--- src/rtl/core/set_assoc_writeback_cache_assert.svh ---
// Assertion macros used by the cache datapath.
`ifndef SET_ASSOC_WRITEBACK_CACHE_ASSERT_SVH
`define SET_ASSOC_WRITEBACK_CACHE_ASSERT_SVH

// Same-cycle implication, clocked on clk, quiet during reset.
`define SAWBC_ASSERT_IMP(lbl, ante, cons, msg) \
  lbl: assert property (@(posedge clk) disable iff (!rst_n) (ante) |-> (cons)) \
    else $error(msg);

// Next-cycle implication, clocked on clk, quiet during reset.
`define SAWBC_ASSERT_NXT(lbl, ante, cons, msg) \
  lbl: assert property (@(posedge clk) disable iff (!rst_n) (ante) |=> (cons)) \
    else $error(msg);

`endif

--- src/rtl/core/sawbc_pkg.sv ---
// Package: types, constants and command/status structs of the cache.
`timescale 1ns / 1ps
`default_nettype none
package sawbc_pkg;

  localparam int ADDR_W      = 16;
  localparam int OFF_W       = 3;
  localparam int SET_W       = 4;
  localparam int SET_COUNT   = 16;
  localparam int TAG_W       = ADDR_W - OFF_W - SET_W;
  localparam int BLOCK_W     = ADDR_W - OFF_W;
  localparam int LINE_BYTES  = 8;
  localparam int LINE_W      = LINE_BYTES * 8;
  localparam int MEM_LINES   = 8192;
  localparam int WAY_COUNT   = 4;

  localparam logic OP_READ  = 1'b0;
  localparam logic OP_WRITE = 1'b1;

  typedef struct packed {
    logic [ADDR_W-1:0] address;
    logic              operation;
    logic [7:0]        write_byte;
  } in_word_t;

  typedef struct packed {
    logic [ADDR_W-1:0] read_address;
    logic [LINE_W-1:0] line_bytes;
    logic              hit;
    logic              dirty;
  } out_word_t;

  typedef struct packed {
    logic accept;     // latch request, read tag word
    logic lookup;     // compare tags, pick way, read line
    logic wb_wr;      // write victim line to backing memory
    logic fill_rd;    // read requested block from backing memory
    logic apply;      // update line, tag and bookkeeping
    logic resp_load;  // load result word
    logic clr_wr;     // backing memory clearing pass
  } cmd_t;

  typedef struct packed {
    logic hit;
    logic need_wb;
    logic is_write;
    logic out_busy;
    logic clr_last;
  } sts_t;

endpackage
`default_nettype wire

--- src/rtl/core/sawbc_ctrl.sv ---
// Cache controller: access sequencing state machine.
`timescale 1ns / 1ps
`default_nettype none
module sawbc_ctrl (
  input  wire logic          clk,
  input  wire logic          rst_n,
  input  wire logic          in_valid,
  output      logic          in_ready,
  input  wire sawbc_pkg::sts_t sts,
  output      sawbc_pkg::cmd_t cmd
);

  typedef enum logic [2:0] {
    ST_CLEAR, ST_IDLE, ST_LOOKUP, ST_WB, ST_FILLRD, ST_APPLY, ST_RESP
  } state_t;

  state_t state_r, state_nxt;

  assign in_ready = (state_r == ST_IDLE);

  always_comb begin
    cmd = '0;
    state_nxt = state_r;
    unique case (state_r)
      ST_CLEAR: begin
        cmd.clr_wr = 1'b1;
        if (sts.clr_last) state_nxt = ST_IDLE;
      end
      ST_IDLE: begin
        if (in_valid) begin
          cmd.accept = 1'b1;
          state_nxt = ST_LOOKUP;
        end
      end
      ST_LOOKUP: begin
        cmd.lookup = 1'b1;
        priority if (sts.hit) state_nxt = ST_APPLY;
        else if (sts.need_wb) state_nxt = ST_WB;
        else state_nxt = ST_FILLRD;
      end
      ST_WB: begin
        cmd.wb_wr = 1'b1;
        state_nxt = ST_FILLRD;
      end
      ST_FILLRD: begin
        cmd.fill_rd = 1'b1;
        state_nxt = ST_APPLY;
      end
      ST_APPLY: begin
        cmd.apply = 1'b1;
        state_nxt = sts.is_write ? ST_IDLE : ST_RESP;
      end
      ST_RESP: begin
        if (!sts.out_busy) begin
          cmd.resp_load = 1'b1;
          state_nxt = ST_IDLE;
        end
      end
      default: state_nxt = ST_IDLE;
    endcase
  end

  always_ff @(posedge clk) begin
    if (!rst_n) begin
      state_r <= ST_CLEAR;
    end else begin
      state_r <= state_nxt;
    end
  end

endmodule
`default_nettype wire

--- config.mk ---
export PLATFORM = sky130hd
export DESIGN_NAME = sawbc_ctrl
export DESIGN_NICKNAME = d
export VERILOG_FILES = /design/src/rtl/core/set_assoc_writeback_cache_assert.svh /design/src/rtl/core/sawbc_pkg.sv /design/src/rtl/core/sawbc_ctrl.sv
export SDC_FILE = /design/constraint.sdc
export NUM_CORES = 1
export LEC_CHECK = 0
export BUFFER_PORTS_ARGS = -buffer_cell sky130_fd_sc_hd__buf_2
export CORE_AREA = 10 10 47 49
export DETAILED_ROUTE_END_ITERATION = 16
export DIE_AREA = 0 0 57 59
export PLACE_DENSITY_LB_ADDON = 0.15
export SLEW_MARGIN = 10
export SYNTH_ARGS = -nofsm -noshare
export SYNTH_HDL_FRONTEND = slang
export SYNTH_SLANG_ARGS = --single-unit
--- constraint.sdc ---
create_clock -name clk -period 3.2 [get_ports clk]
set_input_delay 0.64 -clock clk [delete_from_list [all_inputs] [get_ports clk]]
set_output_delay 0.64 -clock clk [all_outputs]
set_load 0.01 [all_outputs]
==> flow_summary.toml <==
[worst_setup_path]
critPathRequiredTime_ps = 2560
crit_type = "reg -> out"
rr_startpoint = "state_r[1]$_SDFFE_PN0P_"
cp-start-kind = "flip-flop"
cp_num_buf_inv = 1
cp_max_fo = 14
slowest_delay_ps = 590
critPathLaunch = "state_r[1]$_SDFFE_PN0P_"
r2r_setup_slack_ps = 1950
slowest_stage = "dfxtp_1"
path_delay_family = "flip-flops"
critPathArrivalTime_ps = 1440
cp-end-kind = "output pin"
path_cells = "nor2b_1 -> nand2_1 -> nor2_1 -> buf_2"

[drt]
drc = 0
ant_nets = 0
drt-total-wl_um = 851
drt-pass1-iter-count = 4
routedWlPerCell_um = 12.16
drtIter0Drc = 7
vias_per_cell = 4.814
vias = 337

[logic_synthesis]
ys_ff_latch = 3
yosys_warnings = 0
netlist_instances = 38
avgSynthCellArea_um2 = 7.573
ys_seq_area_share_pct = 20.87
syn_area_um2 = 287.8
syn_nets = 46
synth_cell_types = 22

[placement]
dp_hpwl_um = 676.1
gp_congestion = 0.6965
placed_cell_area_um2 = 355.3
portBuffers = 15

[global_route]
grt_max_degree = 15
grt_pass1_wl_um = 1255
overflow = 0
grt_usage_pct = 4.665
grt_antenna_before_repair = 0
grt_pass1_vias = 308

[timing]
min_period_over_period_pct = 65.04
hold_violations = 0
holdWs_ps = 672.6
max_freq_mhz = 480.5
setup_tns_ps = 0
layout_min_cycle_time_ps = 2081
worst_pin_slew_ps = 441.5
finalSetupViolCount = 0
relSlewSlack_pct = 70.52
fin_skew_ps = 11.81
drv_slew = 0
rsz0062_at_grt = "no"

[power]
comb_power_share_pct = 20.6
p_switching_mw = 0.04309
vdd_ir_drop_max_v = 0.00009136
switching_share_pct = 29.66
p_clk_share_pct = 47.9
powerDensity_nw_per_um2 = 380.7
p_int_mw = 0.1022
p_leak_nw = 0.1808
pwr-share-seq_pct = 31.5

[clock_network]
cts_buffers = 3
ctsResizeCount = 0
cts_root_buffer = "clkbuf_4"
cts.hold.buffers_added = 0
cts_tree = "built"
cts_sinks = 3
clock_latency_ps = 240
clock_path_buffers = 2
cts_max_level = 1
post_cts_buffers = 0
clk_pin_slew_ps = 50

[floorplanning]
start_util_pct = 20.54
dieWidth_um = 57
num_rows = 14
io_pins = 16
die_h_um = 59
core_area_um2 = 1401
dieArea_um2 = 3363

[status]
status = "finished, final reports clean"

[flow_run]
max_cap_violations = 0

[final_layout]
reg_top3 = "state_r x3"
largest_register_ffs = 3
fin_nets = 63
final_common_cell = "buf_2"
area_growth_syn_to_layout_pct = 32.61
num_antenna_cells = 0
regMostFlops = "state_r"
multi_input_area_um2 = 188.9
final.fill_count = 171
layout-drive-gt1-share_pct = 37.04
fin_area_um2 = 381.6
seqCellArea_um2 = 60.06

[hold_path]
hold_start = "rst_n"
hold_class = "in -> reg"
## routing by layer
metal / vias to the layer above / GRT usage [%] / share of wire (%)
met2: 9 / 6.512 / 47
li1: 172 / - / -
met1: 154 / 4.982 / 47
met3: 2 / 1.288 / 3.6
met5: - / 0 / 0
met4: 0 / 6.040 / 1.9
## logic make-up (layout without fill, tap and decap cells)
logic type	count (synthesis)	in the layout	share of synthesized area [%]
simple gates	17	17	33.92
buf+inv	6	22	13.48
flops	3	3	20.87
compound gates	12	12	31.74
## power groups by stage
stage	Combinational, mW	Clock (mW)	Sequential, mW
floorplan	0.0231	0	0.0415
global placement	0.0309	0	0.0464
detailed placement	0.0302	0	0.0462
CTS	0.0303	0.0700	0.0456
global route	0.0331	0.0718	0.0464
finish	0.0299	0.0696	0.0457
## worst paths after layout
path | to | cells after the start
setup / recovery | cmd[1] | 4
hold reg to reg | state_r[1]$_SDFFE_PN0P_ | 2
hold / removal | state_r[0]$_SDFFE_PN0P_ | 2
setup reg to reg | state_r[1]$_SDFFE_PN0P_ | 3
## synth_stat cells
library cell	number	area share, %
a211o_1	1	3.0
a211oi_2	1	4.3
a21oi_1	2	3.5
a31oi_1	1	2.2
a32oi_1	2	6.1
and2_1	3	6.5
and2b_1	1	2.6
and3_1	1	2.2
buf_2	1	1.7
buf_6	2	7.8
dfxtp_1	3	21
inv_1	3	3.9
nand2_1	3	3.9
nor2_1	2	2.6
nor2b_1	3	6.5
nor3_1	3	5.2
nor3b_2	1	4.3
o21ai_0	1	1.7
o21ai_1	1	1.7
o221a_1	1	3.9
o22ai_1	1	2.2
o311ai_0	1	3.0
## worst register-to-register path: cells and delay by family, from the launching register on
family | cells | cell delay, ps
AND/OR/NAND/NOR | 1 | 280
flip-flops | 1 | 590
AO/OA/AOI/OAI | 2 | 310
## metrics by stage
step	setup WS (ps)	cells	total power [mW]	util, %
2_1_floorplan	1719	38	0.06454	-
3_3_place_gp	1409	66	0.07728	25.36
3_5_place_dp	1381	66	0.07647	25.36
4_1_cts	1126	70	0.1459	27.23
5_1_grt	989.0	70	0.1513	27.23
6_report	1119	70	0.1453	27.23
## layout make-up
type | count | share of cell area [%]
clock buffers | 4 | 6.885
flip-flops and latches | 3 | 15.74
multi-input cells | 29 | 49.51
inverters | 3 | 2.951
repair buffers | 15 | 19.67
well taps | 16 | 5.246
Power figures use the tool's default switching activity.
